<file path="src/sv/pfdc_pkg.sv">
// shared types and constants for the periodic fog distance cull block
// no dependencies
package pfdc_pkg;

  localparam int unsigned CFG_AW = 3;
  localparam int unsigned CFG_DW = 32;

  localparam logic [CFG_AW-1:0] REG_CAM_X   = 3'd0;
  localparam logic [CFG_AW-1:0] REG_CAM_Y   = 3'd1;
  localparam logic [CFG_AW-1:0] REG_CAM_Z   = 3'd2;
  localparam logic [CFG_AW-1:0] REG_FOG     = 3'd3;
  localparam logic [CFG_AW-1:0] REG_PERIOD  = 3'd4;
  localparam logic [CFG_AW-1:0] REG_BASE    = 3'd5;
  localparam logic [CFG_AW-1:0] REG_LIMIT   = 3'd6;

  localparam logic [30:0] PERIOD_RESET = 31'd65536;
  localparam logic [15:0] TENTH_Q16    = 16'd6554;

  localparam int unsigned IN_DW  = 192;
  localparam int unsigned OUT_DW = 40;

  typedef struct packed {
    logic done;
    logic visible;
  } pfdc_stat_t;

endpackage

</file>
<file path="src/sv/periodic_fog_distance_cull.sv">
// top level: handshakes, config registers, slot allocation and result register
// depends on pfdc_pkg and pfdc_core
//
// channel | direction | payload
// in_     | sink      | tdata origin_x/y/z, size_x/y/z; tuser first_of_range
// out_    | source    | tdata keep, slot, kept_total, range_full
// cfg_    | sink      | write enable, register index, data
//
// one item runs from accept to the next accept through three 34-step
// divisions by twice the period with a fix step each, a multiply state
// and two 32-step roots; divisions and roots share one compare-subtract unit
// in_tready is high only while the sequencer is idle
// a finished result waits in the output register; the next item may enter then
// reset is synchronous; it clears config (period resets to 65536), kept count and control state
module periodic_fog_distance_cull #(
  parameter int unsigned ROOT_CAPACITY = 131072
) (
  input  logic                        clk,
  input  logic                        rst_n,
  input  logic                        in_tvalid,
  output logic                        in_tready,
  // origin_x, origin_y, origin_z, size_x, size_y, size_z, zero fill
  input  logic [pfdc_pkg::IN_DW-1:0]  in_tdata,
  // first_of_range
  input  logic                        in_tuser,
  output logic                        out_tvalid,
  input  logic                        out_tready,
  // keep, slot, kept_total, range_full, zero fill
  output logic [pfdc_pkg::OUT_DW-1:0] out_tdata,
  input  logic                        cfg_we,
  input  logic [pfdc_pkg::CFG_AW-1:0] cfg_addr,
  input  logic [pfdc_pkg::CFG_DW-1:0] cfg_wdata
);
  import pfdc_pkg::*;

  localparam int unsigned CAP_BITS = $clog2(ROOT_CAPACITY + 1);
  localparam int unsigned CW = ((CAP_BITS > 18) ? CAP_BITS : 18) + 1;
  localparam logic [CW-1:0] CAP = CW'(ROOT_CAPACITY);

  logic signed [31:0] cam_x_r, cam_y_r, cam_z_r;
  logic [30:0] fog_r, period_r;
  logic [17:0] base_r, limit_r;
  logic [17:0] kc_r, kc_nxt;
  logic signed [31:0] org_x_r, org_y_r, org_z_r;
  logic [30:0] siz_x_r, siz_y_r, siz_z_r;
  logic        ovalid_r;
  logic [OUT_DW-1:0] odata_r;

  logic        idle, take, accept;
  pfdc_stat_t  stat;
  logic [CW-1:0] base_c, room, lim;
  logic        keep;
  logic [CW-1:0] slot_w;

  assign in_tready = idle;
  assign accept    = in_tvalid && idle;
  assign take      = stat.done && (!ovalid_r || out_tready);

  pfdc_core u_core (
    .clk    (clk),
    .rst_n  (rst_n),
    .start  (accept),
    .take   (take),
    .org_x  (accept ? signed'(in_tdata[31:0])  : org_x_r),
    .org_y  (accept ? signed'(in_tdata[63:32]) : org_y_r),
    .org_z  (accept ? signed'(in_tdata[95:64]) : org_z_r),
    .siz_x  (siz_x_r),
    .siz_y  (siz_y_r),
    .siz_z  (siz_z_r),
    .cam_x  (cam_x_r),
    .cam_y  (cam_y_r),
    .cam_z  (cam_z_r),
    .period (period_r),
    .fog    (fog_r),
    .idle   (idle),
    .stat   (stat)
  );

  assign base_c = ({{(CW-18){1'b0}}, base_r} < CAP) ? {{(CW-18){1'b0}}, base_r} : CAP;
  assign room   = CAP - base_c;
  assign lim    = ({{(CW-18){1'b0}}, limit_r} < room) ? {{(CW-18){1'b0}}, limit_r} : room;
  assign keep   = stat.visible && ({{(CW-18){1'b0}}, kc_r} < lim);
  assign slot_w = base_c + {{(CW-18){1'b0}}, kc_r};
  assign kc_nxt = keep ? kc_r + 18'd1 : kc_r;

  always_ff @(posedge clk) begin
    if (!rst_n) begin
      cam_x_r  <= '0;
      cam_y_r  <= '0;
      cam_z_r  <= '0;
      fog_r    <= '0;
      period_r <= PERIOD_RESET;
      base_r   <= '0;
      limit_r  <= '0;
      kc_r     <= '0;
      ovalid_r <= 1'b0;
    end else begin
      if (cfg_we) begin
        case (cfg_addr)
          REG_CAM_X:  cam_x_r  <= signed'(cfg_wdata);
          REG_CAM_Y:  cam_y_r  <= signed'(cfg_wdata);
          REG_CAM_Z:  cam_z_r  <= signed'(cfg_wdata);
          REG_FOG:    fog_r    <= cfg_wdata[30:0];
          REG_PERIOD: period_r <= cfg_wdata[30:0];
          REG_BASE:   base_r   <= cfg_wdata[17:0];
          REG_LIMIT:  limit_r  <= cfg_wdata[17:0];
          default: ;
        endcase
      end
      if (accept && in_tuser) begin
        kc_r <= '0;
      end else if (take) begin
        kc_r <= kc_nxt;
      end
      if (take) begin
        ovalid_r <= 1'b1;
      end else if (out_tready) begin
        ovalid_r <= 1'b0;
      end
    end
  end

  always_ff @(posedge clk) begin
    if (accept) begin
      org_x_r <= signed'(in_tdata[31:0]);
      org_y_r <= signed'(in_tdata[63:32]);
      org_z_r <= signed'(in_tdata[95:64]);
      siz_x_r <= in_tdata[126:96];
      siz_y_r <= in_tdata[157:127];
      siz_z_r <= in_tdata[188:158];
    end
    if (take) begin
      odata_r <= {3'd0,
                  ({{(CW-18){1'b0}}, kc_nxt} >= lim),
                  kc_nxt,
                  keep ? slot_w[16:0] : 17'd0,
                  keep};
    end
  end

  logic unused_pad;
  assign unused_pad = ^in_tdata[IN_DW-1:189];

  assign out_tvalid = ovalid_r;
  assign out_tdata  = odata_r;

endmodule

</file>
<file path="src/sv/pfdc_sub.sv">
// shared compare and subtract unit used by the division and root steps
// no dependencies
module pfdc_sub (
  input  logic [63:0] a,
  input  logic [63:0] b,
  output logic        ge,
  output logic [63:0] diff
);

  assign ge   = (a >= b);
  assign diff = a - b;

endmodule

</file>
<file path="src/sv/pfdc_core.sv">
// sequencer for wrap, squares and roots of one instance
// depends on pfdc_pkg and pfdc_sub
module pfdc_core (
  input  logic               clk,
  input  logic               rst_n,
  input  logic               start,
  input  logic               take,
  input  logic signed [31:0] org_x,
  input  logic signed [31:0] org_y,
  input  logic signed [31:0] org_z,
  input  logic [30:0]        siz_x,
  input  logic [30:0]        siz_y,
  input  logic [30:0]        siz_z,
  input  logic signed [31:0] cam_x,
  input  logic signed [31:0] cam_y,
  input  logic signed [31:0] cam_z,
  input  logic [30:0]        period,
  input  logic [30:0]        fog,
  output logic               idle,
  output pfdc_pkg::pfdc_stat_t stat
);
  import pfdc_pkg::*;

  localparam logic [2:0] S_IDLE = 3'd0;
  localparam logic [2:0] S_DIV  = 3'd1;
  localparam logic [2:0] S_FIX  = 3'd2;
  localparam logic [2:0] S_MUL  = 3'd3;
  localparam logic [2:0] S_ROOT = 3'd4;
  localparam logic [2:0] S_DONE = 3'd5;

  logic [2:0]  state_r, state_nxt;
  logic [1:0]  axis_r, axis_nxt;
  logic [5:0]  cnt_r, cnt_nxt;
  logic        rsel_r, rsel_nxt;
  logic [33:0] nsh_r, nsh_nxt;
  logic        neg_r, neg_nxt;
  logic [31:0] rem_r, rem_nxt;
  logic signed [31:0] wd_r [3];
  logic signed [31:0] wd_nxt;
  logic        wd_we;
  logic [61:0] prod_r;
  logic [63:0] dsum_r, dsum_nxt, ssum_r, ssum_nxt;
  logic [63:0] v_r, v_nxt, res_r, res_nxt, bit_r, bit_nxt;
  logic [31:0] dist_r, dist_nxt, len_r, len_nxt;

  logic [30:0] p_eff;
  logic [31:0] den;
  logic signed [34:0] num;
  logic [63:0] su_a, su_b, su_diff;
  logic        su_ge;
  logic [31:0] r_fix;
  logic signed [32:0] t_fix;
  logic [30:0] mag;
  logic [32:0] fog_sum;

  assign p_eff = (period == 31'd0) ? 31'd1 : period;
  assign den   = {p_eff, 1'b0};

  logic [1:0] axis_ld;
  logic signed [31:0] org_ld, cam_ld;
  always_comb begin
    axis_ld = (state_r == S_IDLE) ? 2'd0 : axis_r + 2'd1;
    case (axis_ld)
      2'd0: begin
        org_ld = org_x;
        cam_ld = cam_x;
      end
      2'd1: begin
        org_ld = org_y;
        cam_ld = cam_y;
      end
      default: begin
        org_ld = org_z;
        cam_ld = cam_z;
      end
    endcase
    num = ((35'(org_ld) - 35'(cam_ld)) <<< 1) + 35'(signed'({1'b0, p_eff}));
  end

  pfdc_sub u_sub (
    .a    (su_a),
    .b    (su_b),
    .ge   (su_ge),
    .diff (su_diff)
  );

  always_comb begin
    if (state_r == S_DIV) begin
      su_a = {31'd0, rem_r, nsh_r[33]};
      su_b = {32'd0, den};
    end else begin
      su_a = v_r;
      su_b = res_r | bit_r;
    end
  end

  assign r_fix = (neg_r && rem_r != 32'd0) ? den - rem_r : rem_r;
  assign t_fix = signed'({1'b0, r_fix}) - signed'({2'b0, p_eff});

  always_comb begin
    case (cnt_r[2:0])
      3'd0: mag = wd_r[0][31] ? 31'(-wd_r[0]) : wd_r[0][30:0];
      3'd1: mag = wd_r[1][31] ? 31'(-wd_r[1]) : wd_r[1][30:0];
      3'd2: mag = wd_r[2][31] ? 31'(-wd_r[2]) : wd_r[2][30:0];
      3'd3: mag = siz_x;
      3'd4: mag = siz_y;
      default: mag = siz_z;
    endcase
  end

  assign fog_sum = {2'b0, fog} + {2'b0, len_r[31:1]} + {17'd0, TENTH_Q16};

  always_comb begin
    state_nxt = state_r;
    axis_nxt  = axis_r;
    cnt_nxt   = cnt_r;
    rsel_nxt  = rsel_r;
    nsh_nxt   = nsh_r;
    neg_nxt   = neg_r;
    rem_nxt   = rem_r;
    wd_nxt    = t_fix[32:1];
    wd_we     = 1'b0;
    dsum_nxt  = dsum_r;
    ssum_nxt  = ssum_r;
    v_nxt     = v_r;
    res_nxt   = res_r;
    bit_nxt   = bit_r;
    dist_nxt  = dist_r;
    len_nxt   = len_r;
    case (state_r)
      S_IDLE: begin
        if (start) begin
          state_nxt = S_DIV;
          axis_nxt  = 2'd0;
          cnt_nxt   = 6'd0;
          neg_nxt   = num[34];
          nsh_nxt   = num[34] ? 34'(-num) : num[33:0];
          rem_nxt   = 32'd0;
        end
      end
      S_DIV: begin
        rem_nxt = su_ge ? su_diff[31:0] : su_a[31:0];
        nsh_nxt = {nsh_r[32:0], 1'b0};
        cnt_nxt = cnt_r + 6'd1;
        if (cnt_r == 6'd33) begin
          state_nxt = S_FIX;
        end
      end
      S_FIX: begin
        wd_we = 1'b1;
        cnt_nxt = 6'd0;
        if (axis_r == 2'd2) begin
          state_nxt = S_MUL;
          dsum_nxt  = 64'd0;
          ssum_nxt  = 64'd0;
        end else begin
          state_nxt = S_DIV;
          axis_nxt  = axis_ld;
          neg_nxt   = num[34];
          nsh_nxt   = num[34] ? 34'(-num) : num[33:0];
          rem_nxt   = 32'd0;
        end
      end
      S_MUL: begin
        cnt_nxt = cnt_r + 6'd1;
        if (cnt_r >= 6'd1 && cnt_r <= 6'd3) begin
          dsum_nxt = dsum_r + {2'b0, prod_r};
        end else if (cnt_r >= 6'd4) begin
          ssum_nxt = ssum_r + {2'b0, prod_r};
        end
        if (cnt_r == 6'd6) begin
          state_nxt = S_ROOT;
          cnt_nxt   = 6'd0;
          rsel_nxt  = 1'b0;
          v_nxt     = dsum_r;
          res_nxt   = 64'd0;
          bit_nxt   = 64'd1 << 62;
        end
      end
      S_ROOT: begin
        if (su_ge) begin
          v_nxt   = su_diff;
          res_nxt = (res_r >> 1) | bit_r;
        end else begin
          res_nxt = res_r >> 1;
        end
        bit_nxt = bit_r >> 2;
        cnt_nxt = cnt_r + 6'd1;
        if (cnt_r == 6'd31) begin
          cnt_nxt = 6'd0;
          if (!rsel_r) begin
            dist_nxt = res_nxt[31:0];
            rsel_nxt = 1'b1;
            v_nxt    = ssum_r;
            res_nxt  = 64'd0;
            bit_nxt  = 64'd1 << 62;
          end else begin
            len_nxt   = res_nxt[31:0];
            state_nxt = S_DONE;
          end
        end
      end
      S_DONE: begin
        if (take) begin
          state_nxt = S_IDLE;
        end
      end
      default: state_nxt = S_IDLE;
    endcase
  end

  always_ff @(posedge clk) begin
    if (!rst_n) begin
      state_r <= S_IDLE;
      axis_r  <= 2'd0;
      cnt_r   <= 6'd0;
      rsel_r  <= 1'b0;
    end else begin
      state_r <= state_nxt;
      axis_r  <= axis_nxt;
      cnt_r   <= cnt_nxt;
      rsel_r  <= rsel_nxt;
    end
  end

  always_ff @(posedge clk) begin
    nsh_r  <= nsh_nxt;
    neg_r  <= neg_nxt;
    rem_r  <= rem_nxt;
    dsum_r <= dsum_nxt;
    ssum_r <= ssum_nxt;
    v_r    <= v_nxt;
    res_r  <= res_nxt;
    bit_r  <= bit_nxt;
    dist_r <= dist_nxt;
    len_r  <= len_nxt;
    prod_r <= {31'd0, mag} * {31'd0, mag};
    if (wd_we) begin
      wd_r[axis_r] <= wd_nxt;
    end
  end

  assign idle         = (state_r == S_IDLE);
  assign stat.done    = (state_r == S_DONE);
  assign stat.visible = ({1'b0, dist_r} <= fog_sum);

endmodule

</file>
<file path="config.mk">
export PLATFORM = sky130hd
export DESIGN_NAME = periodic_fog_distance_cull
export DESIGN_NICKNAME = d
export VERILOG_FILES = /design/src/sv/pfdc_pkg.sv /design/src/sv/periodic_fog_distance_cull.sv /design/src/sv/pfdc_sub.sv /design/src/sv/pfdc_core.sv
export SDC_FILE = /design/constraint.sdc
export NUM_CORES = 2
export LEC_CHECK = 0
export BUFFER_PORTS_ARGS = -buffer_cell sky130_fd_sc_hd__buf_4
export CAP_MARGIN = 20
export CORE_ASPECT_RATIO = 1.1
export CORE_MARGIN = 2
export CORE_UTILIZATION = 45
export DETAILED_ROUTE_END_ITERATION = 8
export SLEW_MARGIN = 20
export SYNTH_ARGS = -nofsm -noshare
export SYNTH_HDL_FRONTEND = slang
export SYNTH_SLANG_ARGS = --single-unit
</file>
<file path="constraint.sdc">
create_clock -name clk -period 11.9 [get_ports clk]
set_clock_uncertainty 0.1 [all_clocks]
set_input_delay 2.38 -clock clk [delete_from_list [all_inputs] [get_ports clk]]
set_output_delay 2.38 -clock clk [all_outputs]
set_load 0.1 [all_outputs]
</file>
==> key figures <==
Drt
  • Wire per inst: 22.9 um
  • Vias: 75700
  • Post-DRT Antenna Nets: 0
  • First DRT Iteration DRCs: 6071
  • Residual DRC count: 0
  • Vias/cell: 5.79
  • TritonRoute pass-1 iters: 9
  • Total Wirelength: 300000 um

CTS
  • CTS clk-pin slew, worst paths: 0.06 ns
  • Count of clock tree sinks: 1025
  • Worst-Skew Late Latency: 0.77 ns
  • Cts bufs inserted: 113
  • # H-tree levels: 3
  • CTS root buf: clkbuf_16
  • Clk buf depth: 3
  • CTS tree: built

Synthesis
  • Adder-Cell Fraction of Synth Area: 0.261
  • Simple-Gate Fraction of Synth Area: 0.151
  • Cells after Synth: 10200
  • Post-synth top area share: 0.209
  • Post-Synth XOR/XNOR Area: 0.0487
  • Top FF cell, synth: edfxtp_1
  • Sequential area share after synthesis: 0.292
  • Yosys warns: 0
  • Post-synth EDFFs: 643
  • Synth area leader: edfxtp_1
  • Compound-cell area share of the yosys netlist: 0.166
  • Most common cell in the netlist: nand2_1
  • Synthesis-stage register bit count: 1025
  • Synth cell types: 101
  • Synth Cell Area: 0.0922 mm^2
  • Commonest cells post-synth: nand2_1 (1202), inv_1 (1094), nor2_1 (823), a21oi_1 (785), fa_1 (756)
  • Mean post-synth cell area: 9.07 um^2
  • Async set-reset flop share out of synthesis: 0
  • Post-synthesis mux area share: 0.0158
  • Largest family of logic cells by synthesized area: adder cells
  • Area contributors post-synth: edfxtp_1 (21%), fa_1 (16%), ha_1 (9.7%)

Setup path
  • Critical path launch point type: register
  • Data arrival time of the critical path: 12.04 ns
  • Setup crit start: u_core.wd_r[2][4]
  • Reg2reg start: u_core.wd_r[2][4]
  • Slowest CP cell: or4_4
  • CP Capture Type: register
  • Reg2reg path depth: 37
  • Crit Path Max Fanout: 10
  • Crit path to: u_core.prod_r[57]
  • R2r setup slk: 0.45 ns
  • Critical path class: reg2reg
  • WP data required: 12.49 ns
  • Critical R2R Capture: u_core.prod_r[57]
  • Crit path largest cell delay: 0.57 ns
  • Crit path top cell by count: fa_1

Run
  • Max capacitance violation total: 0

Layout
  • Area of the multi-input gates: 0.0595 mm^2
  • Non-filler instance count after layout: 13100
  • Area grow syn2layout: 9.83%
  • Storage element area: 0.0270 mm^2
  • Fill count: 19200
  • Fraction of layout cells with a size suffix above 1: 0.0843
  • Final #Nets: 12000

Placement
  • Placed Cells: 12900
  • I/O Buffers: 268
  • Post-place setup slack: 0.108 ns
  • Detail Placement HPWL: 234000 um
  • GP Congestion: 0.979

Timing
  • Slew margin rel.: 0.253
  • Final setup viols: 0
  • Hold Fails Final Rpt: 0
  • Final Slew Violations: 0
  • Fin Setup TNS: 0 ns
  • Min Tclk post-route: 11.45 ns
  • Period Utilization, post-route: 0.962
  • Worst Max-Slew Pin Slew: 1.12 ns
  • Fmax: 87.3 MHz
  • Min setup slack post-route: 0.447 ns

GRT
  • Remaining Overflow, GRT: 0
  • Vias in the first global route: 75800
  • Initial antenna violation count: 6
  • Tot GR Track Use: 0.282
  • First-pass GRT wire length: 454000 um
  • Largest net degree at the start of global routing: 123

Floorplan
  • Die ar.: 0.208 mm^2
  • # rows: 174
  • Starting Density: 0.452
  • Core ar.: 0.204 mm^2
  • Die Width: 436 um
  • Num ports: 275
  • Die H: 479 um

Outcome
  • Status: finished, final reports clean

Hold path
  • Worst min-delay path category: reg2reg
-- how the worst min path moves through the flow --
stage / startpoint / endpoint / depth (start not counted)
CTS: base_r[7] / base_r[7] / 2
floorplan: base_r[0] / base_r[0] / 2
detailed placement: base_r[7] / base_r[7] / 2
global route: cam_x_r[16] / cam_x_r[16] / 2
finish: base_r[7] / base_r[7] / 2
global placement: base_r[10] / base_r[10] / 2
-- registers in the layout, indices dropped and copies added (netlist names), 32 cells and up --
signal / cells
cam_z_r: 32
u_core.bit_r: 32
u_core.v_r: 64
u_core.prod_r: 61
u_core.dsum_r: 64
u_core.wd_r: 96
u_core.nsh_r: 34
u_core.dist_r: 32
u_core.ssum_r: 64
org_y_r: 32
u_core.res_r: 63
out_tdata: 37
cam_y_r: 32
u_core.rem_r: 32
org_z_r: 32
org_x_r: 32
cam_x_r: 32
-- critical path, delay by kind of cell, from the launching register on --
kind | cells | cell delay, ns
simple gates | 8 | 2.99
flops | 1 | 0.45
buf+inv | 7 | 0.66
fa+ha+maj | 9 | 4.49
compound gates | 11 | 2.39
xor+xnor | 2 | 0.31
-- routing by layer --
layer / vias to the layer above / part of all wire / GRT usage
li1: 35300 / - / -
met1: 37300 / 0.40 / 0.346
met2: 2544 / 0.49 / 0.484
met3: 643 / 0.056 / 0.0316
met4: 4 / 0.061 / 0.154
met5: - / 0.00011 / 0
-- through the flow --
step	area, um^2	hold WS (ns)	utilization
2_1_floorplan	92200	0.332	-
3_3_place_gp	97300	0.340	0.477
3_5_place_dp	97300	0.342	0.477
4_1_cts	101000	0.351	0.496
5_1_grt	101000	0.369	0.496
6_report	101000	0.352	0.496
-- repair_timing --
| action | in CTS | in global routing |
|---|---|---|
| gates resized for setup | 0 | 18 |
| hold buffers | 0 | 0 |
| buffers inserted | 0 | 4 |
| setup endpoints to repair | 0 | 12 |
-- cells by family after synthesis --
kind of cell / count (synthesis)
and+or+nand+nor: 3056
AOI/OAI and AO/OA: 2390
buffers and inverters: 1581
adders and majority gates: 1467
DFF: 1025
xor gates and xnor gates: 513
muxes: 133
other: 1
-- cell type report --
type,instances,share of cell area
Tap cell,2728,0.0337
Multi-Input combinational cell,7562,0.587
Sequential cell,1025,0.266
Clock buffer,152,0.0325
Inverter,1108,0.0412
Antenna cell,5,0.000124
Clock inverter,62,0.00533
Timing Repair Buffer,445,0.0334
-- cells in the final DEF (no fill, tap or decap), types with 121 or more instances in the layout --
| cell type | count |
|---|---|
| inv_1 | 1093 |
| dfxtp_1 | 382 |
| nor3_1 | 131 |
| nand2_1 | 1198 |
| a21oi_1 | 783 |
| edfxtp_1 | 643 |
| xor2_1 | 236 |
| fa_1 | 756 |
| and3_1 | 170 |
| nand3_1 | 121 |
| a21o_1 | 293 |
| xnor2_1 | 277 |
| nor2_1 | 813 |
| o21ai_0 | 461 |
| buf_4 | 440 |
| ha_1 | 710 |
Power is left out: the tool's default activity adds up to more than one toggle a clock period on the data nets, which glitch-free logic cannot reach.
